`src/rtl/core/fmm_pkg.sv`:
```
package fmm_pkg;

   // Matrix bounds
   localparam int MAX_INNER   = 16;
   localparam int MAX_COLS    = 16;
   localparam int STORE_DEPTH = MAX_INNER * MAX_COLS;
   localparam int STORE_AW    = (STORE_DEPTH > 1) ? $clog2(STORE_DEPTH) : 1;
   localparam int KIDX_W      = (MAX_INNER > 1) ? $clog2(MAX_INNER) : 1;
   localparam int NIDX_W      = (MAX_COLS > 1) ? $clog2(MAX_COLS) : 1;
   localparam int KLEN_W      = $clog2(MAX_INNER + 1);
   localparam int NLEN_W      = $clog2(MAX_COLS + 1);
   localparam int RFILL_W     = $clog2(STORE_DEPTH + 1);

   // Port field widths
   localparam int CFG_W  = 5;
   localparam int CSR_IW = 1;
   localparam int COL_W  = 4;

   // Request kinds and register indexes
   localparam logic REQ_RIGHT = 1'b0;
   localparam logic REQ_LEFT  = 1'b1;
   localparam logic [CSR_IW-1:0] CSR_INNER = 1'b0;
   localparam logic [CSR_IW-1:0] CSR_COLS  = 1'b1;

   // Unpacked float: value = sig / 2^SIG_LEAD * 2^(exp - 127)
   localparam int SIG_W     = 50;
   localparam int SIG_LEAD  = 48;
   localparam int SIG_LSB   = 25;
   localparam int SIG_GUARD = 24;
   localparam int EXP_W     = 11;
   localparam int LZ_W      = 6;
   localparam int EXP_BIAS  = 127;

   localparam logic [31:0] DEFAULT_NAN = 32'hFFC0_0000;
   localparam logic [31:0] QUIET_BIT   = 32'h0040_0000;

   typedef struct packed {
      logic                    spec;
      logic [31:0]             spec_bits;
      logic                    sign;
      logic signed [EXP_W-1:0] exp;
      logic [SIG_W-1:0]        sig;
   } fp_pre_type;

   typedef struct packed {
      logic                b_we;
      logic [STORE_AW-1:0] b_waddr;
      logic                a_we;
      logic [KIDX_W-1:0]   a_waddr;
      logic                b_re;
      logic [STORE_AW-1:0] b_raddr;
      logic [KIDX_W-1:0]   a_raddr;
      logic                do_mul;
      logic                do_align;
      logic                do_norm;
      logic                do_round;
      logic                round_to_sum;
      logic                clr_sum;
      logic                load_out;
   } dp_cmd_type;

endpackage

```
`src/rtl/core/fmm_ctrl.sv`:
```
module fmm_ctrl (
   input  logic                         clock,
   input  logic                         reset,
   input  logic                         req_valid,
   output logic                         req_ready,
   input  logic                         req_type,
   output logic                         rsp_valid,
   input  logic                         rsp_ready,
   output logic [fmm_pkg::COL_W-1:0]    rsp_column,
   output logic                         rsp_last_in_row,
   input  logic                         csr_write_enable,
   input  logic [fmm_pkg::CSR_IW-1:0]   csr_index,
   input  logic [fmm_pkg::CFG_W-1:0]    csr_write_data,
   output fmm_pkg::dp_cmd_type          cmd
);

   localparam logic [3:0] S_IDLE  = 4'd0;
   localparam logic [3:0] S_READ  = 4'd1;
   localparam logic [3:0] S_MUL   = 4'd2;
   localparam logic [3:0] S_MNORM = 4'd3;
   localparam logic [3:0] S_MRND  = 4'd4;
   localparam logic [3:0] S_ALIGN = 4'd5;
   localparam logic [3:0] S_ANORM = 4'd6;
   localparam logic [3:0] S_ARND  = 4'd7;
   localparam logic [3:0] S_EMIT  = 4'd8;

   localparam int KLW = fmm_pkg::KLEN_W;
   localparam int NLW = fmm_pkg::NLEN_W;
   localparam int RFW = fmm_pkg::RFILL_W;
   localparam int SAW = fmm_pkg::STORE_AW;

   logic [3:0] state_ff, state_in;
   logic [fmm_pkg::KIDX_W-1:0] k_ff, k_in;
   logic [fmm_pkg::NIDX_W-1:0] n_ff, n_in;
   logic [SAW-1:0] b_addr_ff, b_addr_in;
   logic [RFW-1:0] rfill_ff, rfill_in, rpos;
   logic [KLW-1:0] lfill_ff, lfill_in, lpos;
   logic [fmm_pkg::CFG_W-1:0] inner_ff, inner_in, cols_ff, cols_in;
   logic rsp_valid_ff, rsp_valid_in, last_ff, last_in;
   logic [fmm_pkg::COL_W-1:0] col_ff, col_in;
   logic [KLW-1:0] k_len;
   logic [NLW-1:0] n_len;
   logic [RFW-1:0] kn;
   logic accept, k_last, n_last, out_free;

   function automatic logic [KLW-1:0] clamp_k(input logic [fmm_pkg::CFG_W-1:0] v);
      logic [KLW-1:0] r;
      if (v == '0) begin
         r = KLW'(1);
      end else if (int'(v) > fmm_pkg::MAX_INNER) begin
         r = KLW'(fmm_pkg::MAX_INNER);
      end else begin
         r = KLW'(v);
      end
      return r;
   endfunction

   function automatic logic [NLW-1:0] clamp_n(input logic [fmm_pkg::CFG_W-1:0] v);
      logic [NLW-1:0] r;
      if (v == '0) begin
         r = NLW'(1);
      end else if (int'(v) > fmm_pkg::MAX_COLS) begin
         r = NLW'(fmm_pkg::MAX_COLS);
      end else begin
         r = NLW'(v);
      end
      return r;
   endfunction

   always_comb begin
      k_len    = clamp_k(inner_ff);
      n_len    = clamp_n(cols_ff);
      kn       = RFW'(k_len) * RFW'(n_len);
      req_ready = (state_ff == S_IDLE);
      accept   = req_valid && req_ready;
      k_last   = (KLW'(k_ff) == k_len - KLW'(1));
      n_last   = (NLW'(n_ff) == n_len - NLW'(1));
      out_free = !rsp_valid_ff || rsp_ready;
      rpos     = (rfill_ff >= kn) ? '0 : rfill_ff;
      lpos     = (lfill_ff >= k_len) ? '0 : lfill_ff;

      state_in  = state_ff;
      k_in      = k_ff;
      n_in      = n_ff;
      b_addr_in = b_addr_ff;
      rfill_in  = rfill_ff;
      lfill_in  = lfill_ff;
      inner_in  = inner_ff;
      cols_in   = cols_ff;
      col_in    = col_ff;
      last_in   = last_ff;
      rsp_valid_in = rsp_valid_ff && !rsp_ready;
      cmd = '0;
      cmd.b_waddr = rpos[SAW-1:0];
      cmd.a_waddr = lpos[fmm_pkg::KIDX_W-1:0];
      cmd.b_raddr = b_addr_ff;
      cmd.a_raddr = k_ff;

      if (csr_write_enable) begin
         if (csr_index == fmm_pkg::CSR_INNER) begin
            inner_in = csr_write_data;
         end
         if (csr_index == fmm_pkg::CSR_COLS) begin
            cols_in = csr_write_data;
         end
      end

      case (state_ff)
         S_IDLE: begin
            if (accept && (req_type == fmm_pkg::REQ_RIGHT)) begin
               cmd.b_we = 1'b1;
               rfill_in = rpos + RFW'(1);
            end else if (accept) begin
               cmd.a_we = 1'b1;
               if (lpos + KLW'(1) == k_len) begin
                  // row complete: start column zero
                  lfill_in    = '0;
                  k_in        = '0;
                  n_in        = '0;
                  b_addr_in   = '0;
                  cmd.clr_sum = 1'b1;
                  state_in    = S_READ;
               end else begin
                  lfill_in = lpos + KLW'(1);
               end
            end
         end
         S_READ: begin
            cmd.b_re = 1'b1;
            state_in = S_MUL;
         end
         S_MUL: begin
            cmd.do_mul = 1'b1;
            state_in   = S_MNORM;
         end
         S_MNORM: begin
            cmd.do_norm = 1'b1;
            state_in    = S_MRND;
         end
         S_MRND: begin
            cmd.do_round = 1'b1;
            state_in     = S_ALIGN;
         end
         S_ALIGN: begin
            cmd.do_align = 1'b1;
            state_in     = S_ANORM;
         end
         S_ANORM: begin
            cmd.do_norm = 1'b1;
            state_in    = S_ARND;
         end
         S_ARND: begin
            cmd.do_round     = 1'b1;
            cmd.round_to_sum = 1'b1;
            if (k_last) begin
               state_in = S_EMIT;
            end else begin
               k_in      = k_ff + fmm_pkg::KIDX_W'(1);
               b_addr_in = b_addr_ff + SAW'(n_len);
               state_in  = S_READ;
            end
         end
         S_EMIT: begin
            if (out_free) begin
               cmd.load_out = 1'b1;
               rsp_valid_in = 1'b1;
               col_in       = fmm_pkg::COL_W'(n_ff);
               last_in      = n_last;
               if (n_last) begin
                  state_in = S_IDLE;
               end else begin
                  n_in        = n_ff + fmm_pkg::NIDX_W'(1);
                  k_in        = '0;
                  b_addr_in   = SAW'(n_ff) + SAW'(1);
                  cmd.clr_sum = 1'b1;
                  state_in    = S_READ;
               end
            end
         end
         default: begin
            state_in = S_IDLE;
         end
      endcase
   end

   always_ff @(posedge clock) begin
      if (reset) begin
         state_ff     <= S_IDLE;
         k_ff         <= '0;
         n_ff         <= '0;
         b_addr_ff    <= '0;
         rfill_ff     <= '0;
         lfill_ff     <= '0;
         inner_ff     <= fmm_pkg::CFG_W'(16);
         cols_ff      <= fmm_pkg::CFG_W'(16);
         rsp_valid_ff <= 1'b0;
      end else begin
         state_ff     <= state_in;
         k_ff         <= k_in;
         n_ff         <= n_in;
         b_addr_ff    <= b_addr_in;
         rfill_ff     <= rfill_in;
         lfill_ff     <= lfill_in;
         inner_ff     <= inner_in;
         cols_ff      <= cols_in;
         rsp_valid_ff <= rsp_valid_in;
      end
   end

   always_ff @(posedge clock) begin
      col_ff  <= col_in;
      last_ff <= last_in;
   end

   assign rsp_valid       = rsp_valid_ff;
   assign rsp_column      = col_ff;
   assign rsp_last_in_row = last_ff;

   a_load_shows: assert property (@(posedge clock) disable iff (reset)
      cmd.load_out |=> rsp_valid_ff)
      else $error("loaded result not presented");

   a_k_range: assert property (@(posedge clock) disable iff (reset)
      (state_ff != S_IDLE) |-> (KLW'(k_ff) < k_len))
      else $error("inner index beyond row length");

   a_fill_range: assert property (@(posedge clock) disable iff (reset)
      rfill_ff <= RFW'(fmm_pkg::STORE_DEPTH))
      else $error("right fill position beyond store");

   a_row_done: assert property (@(posedge clock) disable iff (reset)
      (state_ff == S_ARND) && k_last |=> (state_ff == S_EMIT))
      else $error("finished sum not emitted");

endmodule

```
`config.mk`:
```
export PLATFORM = sky130hd
export DESIGN_NAME = fmm_ctrl
export DESIGN_NICKNAME = d
export VERILOG_FILES = /design/src/rtl/core/fmm_pkg.sv /design/src/rtl/core/fmm_ctrl.sv
export SDC_FILE = /design/constraint.sdc
export NUM_CORES = 1
export LEC_CHECK = 0
export BUFFER_PORTS_ARGS = -buffer_cell sky130_fd_sc_hd__buf_2
export CAP_MARGIN = 0
export CORE_UTILIZATION = 50
export DETAILED_ROUTE_END_ITERATION = 10
export GPL_TIMING_DRIVEN = 0
export PLACE_DENSITY = 0.78
export REMOVE_ABC_BUFFERS = 1
export SLEW_MARGIN = 10
export SYNTH_ARGS = -nofsm -noshare
export SYNTH_HDL_FRONTEND = slang
export SYNTH_SLANG_ARGS = --single-unit
```
`constraint.sdc`:
```
create_clock -name clock -period 17.6 [get_ports clock]
set_input_delay 1.76 -clock clock [delete_from_list [all_inputs] [get_ports clock]]
set_output_delay 1.76 -clock clock [all_outputs]
set_load 0.02 [all_outputs]
```
==> Word level (Yosys, flattened, before mapping) <==
Cells that the tools add are included.
{ "word_totals": {"word_cells": 116, "output_inout_bits": 41, "reg_bits": 50} }
{ "classes": {"muxes": 51, "add_sub_neg": 8, "eq_ne": 17, "n_lt_le_gt_ge": 4, "bitwise_logic": 3, "mul": 1, "n_reduce_logical": 21} }
{ "op_table": {"columns": ["op", "count"], "rows": [
  ["4-bit two-way mux", 13],
  ["8-bit two-way mux", 6],
  ["4-bit one-hot mux with 9 select lines", 1],
  ["5-bit two-way mux", 6],
  ["8-bit one-hot mux with 3 select lines", 1],
  ["1-bit two-way mux", 19],
  ["4-bit by 3-bit == test with 1-bit output, second input constant", 4],
  ["4-bit one-hot mux with 3 select lines", 1],
  ["4-bit by 5-bit == test with 1-bit output", 2],
  ["5-bit greater-than comparator, second input constant", 2],
  ["5-bit zero test", 2],
  ["5-bit by 1-bit subtractor with 5-bit output, second input constant", 2],
  ["9-bit by 1-bit adder with 9-bit output, second input constant", 1],
  ["9-bit greater-or-equal comparator", 1],
  ["5-bit by 5-bit multiplier with 9-bit output", 1],
  ["9-bit two-way mux", 1],
  ["4-bit by 1-bit adder with 4-bit output, second input constant", 2],
  ["8-bit by 5-bit adder with 8-bit output", 1],
  ["4-bit by 2-bit == test with 1-bit output, second input constant", 2],
  ["2-bit inequality test, second input constant", 4],
  ["4-bit one-hot mux with 2 select lines", 1],
  ["2-bit AND reduction", 4],
  ["7-bit AND reduction", 1],
  ["6-bit AND reduction", 1],
  ["other kinds (19)", 26]
]} }

==> Longest topological paths before layout <==
Gate-level depths: netlist (run 1).
{ "logic_depth": {"ltp_word": 11, "ltp_mapped": 25} }

==> Worst setup path after synthesis (run 1) <==
OpenSTA, ideal clock, no wires.
{ "synth_timing": {"path_type": "flip-flop to output port", "start": "register inner_ff[4] (netlist bit)", "end": "output cmd[25] (netlist bit)", "required_time_ps": 15840, "slack_ps": 10684, "path_buffers": 3, "arrival_ps": 5156, "path_stages_with_launch": 21, "cell_sequence": "dfxtp_1 > buf_6 > or4_4 > nand2_1 > nand2_1 > fa_1 > fa_1 > fa_1 > inv_1 > ha_1 > a21oi_1 > nor2_1 > nor2_1 > xnor2_1 > ha_1 > or3_1 > a221oi_1 > o21a_1 > buf_2 > clkbuf_1 > and2_1"} }
{ "synth_lines": {"columns": ["element", "line", "rtl"], "rows": [
  ["start: declaration", "fmm_ctrl.sv:38", "logic [fmm_pkg::CFG_W-1:0] inner_ff, inner_in, cols_ff, cols_in;"],
  ["start signal: assignment", "fmm_ctrl.sv:194", "inner_ff <= fmm_pkg::CFG_W'(16);"],
  ["start signal: assignment", "fmm_ctrl.sv:204", "inner_ff <= inner_in;"],
  ["end: declaration", "fmm_ctrl.sv:14", "output fmm_pkg::dp_cmd_type cmd"]
]} }

==> impl_results.md, run 1 <==
- Run status: finished clean
- Drt via density: 6.02
- Placed Instances: 644
- Core ar.: 8180 um2
- Worst min path class: register to register
- Post-synthesis adder-cell area fraction: 16.5%
- Clock-pin slew on the worst setup and hold paths: 100 ps
- Synth Flop Type: dfxtp_1
- Min Hold Slack: 502 ps
- Max-slew violations: 0
- Drc violations: 0
- Max stage delay cell, worst path: or4_4
- Gp weighted congestion: 0.904
- Inserted Diodes: 0
- Crit path max fanout: 19
- Leakage dissipation: 2.02 nW
- Post-Syn Area: 4190 um2
- CP Buf/Inv Count: 2
- Setup repair after global routing missed its margin: no
- Die Wd: 93.5 um
- Asr flop ratio synth: 0%
- Latest clock arrival within the worst-skew pair: 320 ps
- Die Area: 8750 um2
- Average size of a mapped cell: 8.23 um2
- CTS max path bufs: 2
- Layout Skew: 9.86 ps
- Worst-Margin Slew: 998 ps
- DPL Wire Length: 7620 um
- Final hold viol count: 0
- CTS tree: yes
- Worst VDD drop: 0.0000288 V
- Area post-placement: 4480 um2
- Fmax: 128 MHz
- Power Total: 0.308 mW
- Fin cells: 652
- PostCTS Resize Cnt: 0
- Crit path capture type: output pin
- CTS H-tree depth: 2
- #FFs+latches synth: 50
- CTS hold repair buffers: 0
- Multi-input logic area: 2910 um2
- Total wire length: 10,200 um
- Crit Path Class: register to output pin
- Root Driver: clkbuf_8
- Commonest non-fill, non-tap cell in the layout: buf_2
- Antenna violations before repair: 0
- Layout cell share with drive strength beyond 1: 13.0%
- Pwr/cell area: 67.2 nW/um2
- Syn Inst Count: 509
- Post-synth EDFFs: 5
- Final instance area: 4580 um2
- Mux contribution to synthesized area: 4.18%
- First-pass GRT wire length: 17,200 um
- Tmin final: 7830 ps
- Largest family of logic cells by synthesized area: simple AND/OR/NAND/NOR gates
- Setup TNS: 0 ps
- Initial Util: 51.2%
- Nets: 608
- Max Cap Viol: 0
- CP delay by family, top: adder cells
- XOR/XNOR Fraction of Synth Area: 5.23%
- Total track usage: 24.5%
- Wire per inst: 15.6 um
- Total CTS buffers: 5
- Slew margin rel.: 32.9%
- Vias: 3,927
- Congestion Overflow GR: 0
- Critical path required time: 15,840 ps
- Number of global-route vias before repair: 3,782
- Critical-path cell list: or4_4, nand2_1, nand2_1, fa_1, fa_1, fa_1, inv_1, ha_1, a21oi_1, nor2_1, nor2_1, xnor2_1, ha_1, or3_1, a221oi_1, o21a_1, and2_1, buf_2
- YS warnings: 0
- Most frequent cells in the layout: 52 x buf_2, 46 x nor2_1, 45 x dfxtp_1, 41 x ha_1
- CTS Sinks: 50
- First DRT Iteration DRCs: 156
- Worst path arrival time: 6070 ps
- Sequential element share of the synthesized area: 25.1%
- Number of I/O pins: 53
- # port buffers: 52
- Critical Path Max Stage Delay: 600 ps
- Top cell by count, worst path: fa_1
- Die height: 93.5 um
- Worst setup SP type: register
- Final worst-path cycle share: 44.5%
- Register area: 1050 um2
- Largest net degree at the start of global routing: 49
- Post-CTS Setup Repair Bufs: 0
- Final setup viols: 0
- Num rows: 33
- Compound-Gate Fraction of Synth Area: 18.8%
- Drt pass-1 iters: 5
- Antenna violation net count after detailed routing: 0
- Fillers: 753
- Cell variety after synth: 58
- Synth Area in Simple Gates: 24.6%
- Area grow syn2layout: 9.38%
==> power by group <==
part	switching (mW)	total, mW	internal, mW
logic	0.0651	0.102	0.0365
clock network	0.0441	0.0723	0.0282
registers	0.0123	0.134	0.122
==> metal layers <==
layer,routed length (um),track usage (%),share of wire (%),vias up
li1,-,-,-,1917
met1,4610,30.8,45,1844
met2,4820,41.3,47,143
met3,531,4.07,5.2,23
met4,227,10.4,2.2,0
met5,0,0,0,-
==> flip-flops by register name, indices dropped and copies added (netlist names), 5 cells and up <==
signal     cells
rfill_ff       9
inner_ff       5
cols_ff        5
b_addr_ff      8
lfill_ff       5
==> cells in the mapped netlist, types with 4 or more instances <==
cell	count	area, um2
or4_1	6	45.0
xnor2_1	12	105
nor3_1	9	45.0
mux2i_1	13	130
o32ai_1	5	43.8
nand3_1	30	150
nand4_1	15	93.8
ha_1	41	513
nand2_1	37	139
nor2_1	46	173
o21bai_1	5	37.5
clkbuf_1	14	52.6
nor2b_1	10	62.6
inv_1	37	139
a31oi_1	4	25.0
nand2b_1	7	43.8
o211ai_1	9	67.6
edfxtp_1	5	150
buf_2	5	25.0
or3_1	6	37.5
o21a_1	4	30.0
a21oi_1	35	175
a22oi_1	4	30.0
and2_1	12	75.1
fa_1	9	180
dfxtp_1	45	901
o21ai_0	8	40.0
xor2_1	13	114
a211oi_1	10	75.1
a21o_1	9	67.6
==> final cells by class <==
type                            instances  share of cell area, %
Multi-Input combinational cell        400                   63.5
Sequential cell                        50                   22.9
Timing Repair Buffer                   52                   5.68
Inverter                               37                   3.03
Tap cell                              105                   2.87
Clock buffer                            5                   1.50
Clock inverter                          3                  0.437
==> worst min-delay path, delay by kind of cell (launching register included) <==
family,cells,cell delay (ps)
AO/OA/AOI/OAI,1,50
buffers and inverters,1,60
flip-flops,1,350
==> metrics by stage <==
step	util, %	setup WS (ps)
finish	56.0	9770
detailed placement	54.9	10180
CTS	55.9	9790
global placement	54.9	10300
floorplan	-	10790
global route	56.0	9410
==> cells by family (layout without fill, tap and decap cells) <==
logic type      count (synthesis)  after routing
mux                            16             16
fa+ha+maj                      50             50
simple gates                  197            197
buf+inv                        59             97
compound gates                112            112
flops                          50             50
xor+xnor                       25             25
==> final timing paths <==
path,slack [ps],cells past startpoint,to,start
worst min-delay path,500,2,b_addr_ff[2],b_addr_ff[2]
worst min register to register,500,2,b_addr_ff[2],b_addr_ff[2]
worst max register to register,11720,18,rfill_ff[4],inner_ff[2]
worst max-delay path,9770,18,cmd[25],inner_ff[2]
Note: power is estimated with default switching activity, not from simulation.
==> run 2, diff against run 1 <==
--- a/config.mk
+++ b/config.mk
@@ -5,12 +5,13 @@
 export SDC_FILE = /design/constraint.sdc
 export NUM_CORES = 1
 export LEC_CHECK = 0
+export ABC_AREA = 1
 export BUFFER_PORTS_ARGS = -buffer_cell sky130_fd_sc_hd__buf_2
 export CAP_MARGIN = 0
 export CORE_UTILIZATION = 50
 export DETAILED_ROUTE_END_ITERATION = 10
 export GPL_TIMING_DRIVEN = 0
-export PLACE_DENSITY = 0.78
+export PLACE_DENSITY = 0.81
 export REMOVE_ABC_BUFFERS = 1
 export SLEW_MARGIN = 10
 export SYNTH_ARGS = -nofsm -noshare
==> constraint.sdc (replaced) <==
create_clock -name clock -period 6.9 [get_ports clock]
set_input_delay 0.69 -clock clock [delete_from_list [all_inputs] [get_ports clock]]
set_output_delay 0.69 -clock clock [all_outputs]
set_load 0.02 [all_outputs]
==> run 2 against run 1 <==
Net effect: power up 140%; final area down 1.3%; worst hold slack worse by 9.8 ps; sequential share of layout area up 0.30 points; combinational power up 120%; critical path type unchanged.
==> impl_results.md, run 2 <==
- Regs by FF count: rfill_ff x9, b_addr_ff x8
- #FFs+latches synth: 50 (unchanged)
- Setup repair after global routing missed its margin: no
- Max FFs per register: 9 (unchanged)
- Final setup margin: 803 ps (-8970 ps)
- Worst min path class: register to register
- Tmin final: 6100 ps
- Post-synth EDFFs: 5 (unchanged)
- Drt pass-1 iters: 5 (unchanged)
- Critical Path Max Stage Delay: 550 ps (-50 ps)
- Num rows: 32 (-3.0%)
- R2r setup slk: 1080 ps (-10,640 ps)
- Most frequent cells in the layout: 106 x nand2_1, 86 x nor2_1, 73 x inv_1, 52 x buf_2, 45 x dfxtp_1
- Die Area: 8580 um2 (-2.0%)
- Min Hold Slack: 492 ps (-9.80 ps)
- Sequential element share of the synthesized area: 25.6% (+0.51 points)
- Layout cell share with drive strength beyond 1: 17.5% (+4.5 points)
- Nets: 691 (+14%)
- Met2 Usage GRT: 40.9% (-0.43 points)
- Setup TNS: 0 ps (unchanged)
- Largest net degree at the start of global routing: 27 (-45%)
- Area post-placement: 4420 um2 (-1.3%)
- Top cell by count, worst path: nand2_1
- Met3 Use GR: 4.35% (+0.29 points)
- Final hold viol count: 0 (unchanged)
- Crit Path Class: register to output pin
- Number of I/O pins: 53 (unchanged)
- CTS hold repair buffers: 0 (unchanged)
- CTS Sinks: 50 (unchanged)
- Max-slew violations: 0 (unchanged)
- Dpl ws: 1120 ps (-9060 ps)
- PostCTS Resize Cnt: 0 (unchanged)
- Average size of a mapped cell: 7.09 um2 (-14%)
- Clock-pin slew on the worst setup and hold paths: 100 ps (about the same)
- First-pass GRT wire length: 16,700 um (-2.6%)
- Die Wd: 92.6 um (-0.98%)
- CTS max path bufs: 2 (unchanged)
- Worst VDD drop: 0.000138 V (+380%)
- Die height: 92.6 um (-0.98%)
- CTS tree: yes
- Synth area leader: dfxtp_1
- Core ar.: 7850 um2 (-4.0%)
- Final worst-path cycle share: 88.4%
- Inserted Diodes: 0 (unchanged)
- Post-Syn Area: 4110 um2 (-2.0%)
- CTS H-tree depth: 2 (unchanged)
- Layout Skew: 14.6 ps (+4.79 ps)
- Gr busiest metal: met2
- Worst-Margin Slew: 613 ps (-385 ps)
- Fillers: 761 (+1.1%)
- CP delay by family, top: adder cells
- Antenna violations before repair: 0 (unchanged)
- Most numerous cell in the Yosys netlist: nand2_1
- List of most frequent post-synthesis cells: 106 x nand2_1, 86 x nor2_1, 73 x inv_1, 45 x dfxtp_1, 41 x ha_1
- Asr flop ratio synth: 0% (unchanged)
- Crit path max fanout: 9 (-10)
- Wire per inst: 13.0 um (-17%)
- YS warnings: 0 (unchanged)
- Area grow syn2layout: 10.1%
- Cell variety after synth: 37 (-36%)
- Number of global-route vias before repair: 3,763 (-0.50%)
- Commonest non-fill, non-tap cell in the layout: nand2_1
- Worst path arrival time: 5410 ps (-660 ps)
- Total track usage: 24.2% (-0.27 points)
- Most flops, register: rfill_ff
- Drt via density: 5.37 (-11%)
- Gp weighted congestion: 0.907 (+0.38%)
- Post-CTS Setup Repair Bufs: 0 (unchanged)
- Run status: finished clean
- CP Buf/Inv Count: 5 (+3)
- DPL Wire Length: 7440 um (-2.4%)
- Drc violations: 0 (unchanged)
- Largest cells by area after synthesis: dfxtp_1 22%, ha_1 12%, nand2_1 9.7%
- Multi-input logic area: 2690 um2 (-7.8%)
- First DRT Iteration DRCs: 228 (+46%)
- Total CTS buffers: 5 (unchanged)
- Final instance area: 4520 um2 (-1.3%)
- Register area: 1050 um2 (unchanged)
- Fmax: 164 MHz
- Pwr/cell area: 164 nW/um2 (+140%)
- Critical path required time: 6210 ps (-9630 ps)
- Final setup viols: 0 (unchanged)
- Syn Inst Count: 579 (+14%)
- Total wire length: 9530 um (-6.4%)
- Yosys top cell area share: 21.9% (+0.44 points)
- Root Driver: clkbuf_8
- Congestion Overflow GR: 0 (unchanged)
- Max stage delay cell, worst path: fa_1
- Crit path capture type: output pin
- # port buffers: 52 (unchanged)
- Synth Flop Type: dfxtp_1
- Latest clock arrival within the worst-skew pair: 330 ps (about the same)
- Antenna violation net count after detailed routing: 0 (unchanged)
- Slew margin rel.: 59.1% (+26 points)
- Utilization after layout: 57.6% (+1.6 points)
- Met1 Usage GRT: 31.4% (+0.60 points)
- Vias: 3,932 (+0.13%)
- Max Cap Viol: 0 (unchanged)
- Leakage dissipation: 2.22 nW (+10%)
- Initial Util: 52.3% (+1.1 points)
- Worst setup SP type: register
## run 2: cell count changes in the layout (fill, tap and decap cells not counted), moves of 8 or more
cell / change
nor2_1: +40
nor2b_1: -10
nand3_1: +8
a21o_1: -9
nand2_1: +69
mux2i_1: -13
o21ai_0: +13
and2_1: -11
inv_1: +36
nand2_2: +18
## run 2: path summary, 6_finish.rpt
| path | start | to | cells after the start |
|---|---|---|---|
| min | cols_ff[0] | cols_ff[0] | 2 |
| max reg2reg | inner_ff[2] | rfill_ff[7] | 31 |
| max | inner_ff[2] | cmd[30] | 25 |
| min reg2reg | cols_ff[0] | cols_ff[0] | 2 |
## run 2: metrics by stage
step                total power [mW]  instances
finish                         0.743        732
global route                   0.789        732
global placement               0.547        724
CTS                            0.745        732
detailed placement             0.553        724
floorplan                      0.493        570
## run 2: area by class of cell
cell class	instances	area share, %
Tap cell	102	2.82
Sequential cell	50	23.2
Multi-Input combinational cell	440	59.4
Timing Repair Buffer	52	5.76
Inverter	80	6.64
Clock buffer	5	1.52
Clock inverter	3	0.636
## run 2: cells by family after synthesis
kind of cell	count (synthesis)	share of synthesized area, %
flops	50	25.6
buf+inv	89	8.99
xor+xnor	24	5.12
simple gates	289	32.8
fa+ha+maj	50	16.9
compound gates	77	10.6
## run 2: report_power, final
group | internal, mW | switching, mW | leakage, nW
clock network | 0.0756 | 0.119 | 0.0502
registers | 0.306 | 0.0154 | 0.411
logic | 0.0713 | 0.155 | 1.76
## run 2: routing by layer
| layer | vias to the layer above | share of wire [%] |
|---|---|---|
| met1 | 1791 | 45 |
| met5 | - | 0 |
| li1 | 1983 | - |
| met4 | 0 | 1.9 |
| met2 | 136 | 47 |
| met3 | 22 | 5.9 |
## run 2: worst min-delay path, delay by kind of cell, from the launching register on
family / cells / cell delay (ps)
compound gates: 1 / 60
flops: 1 / 320
buf+inv: 1 / 70
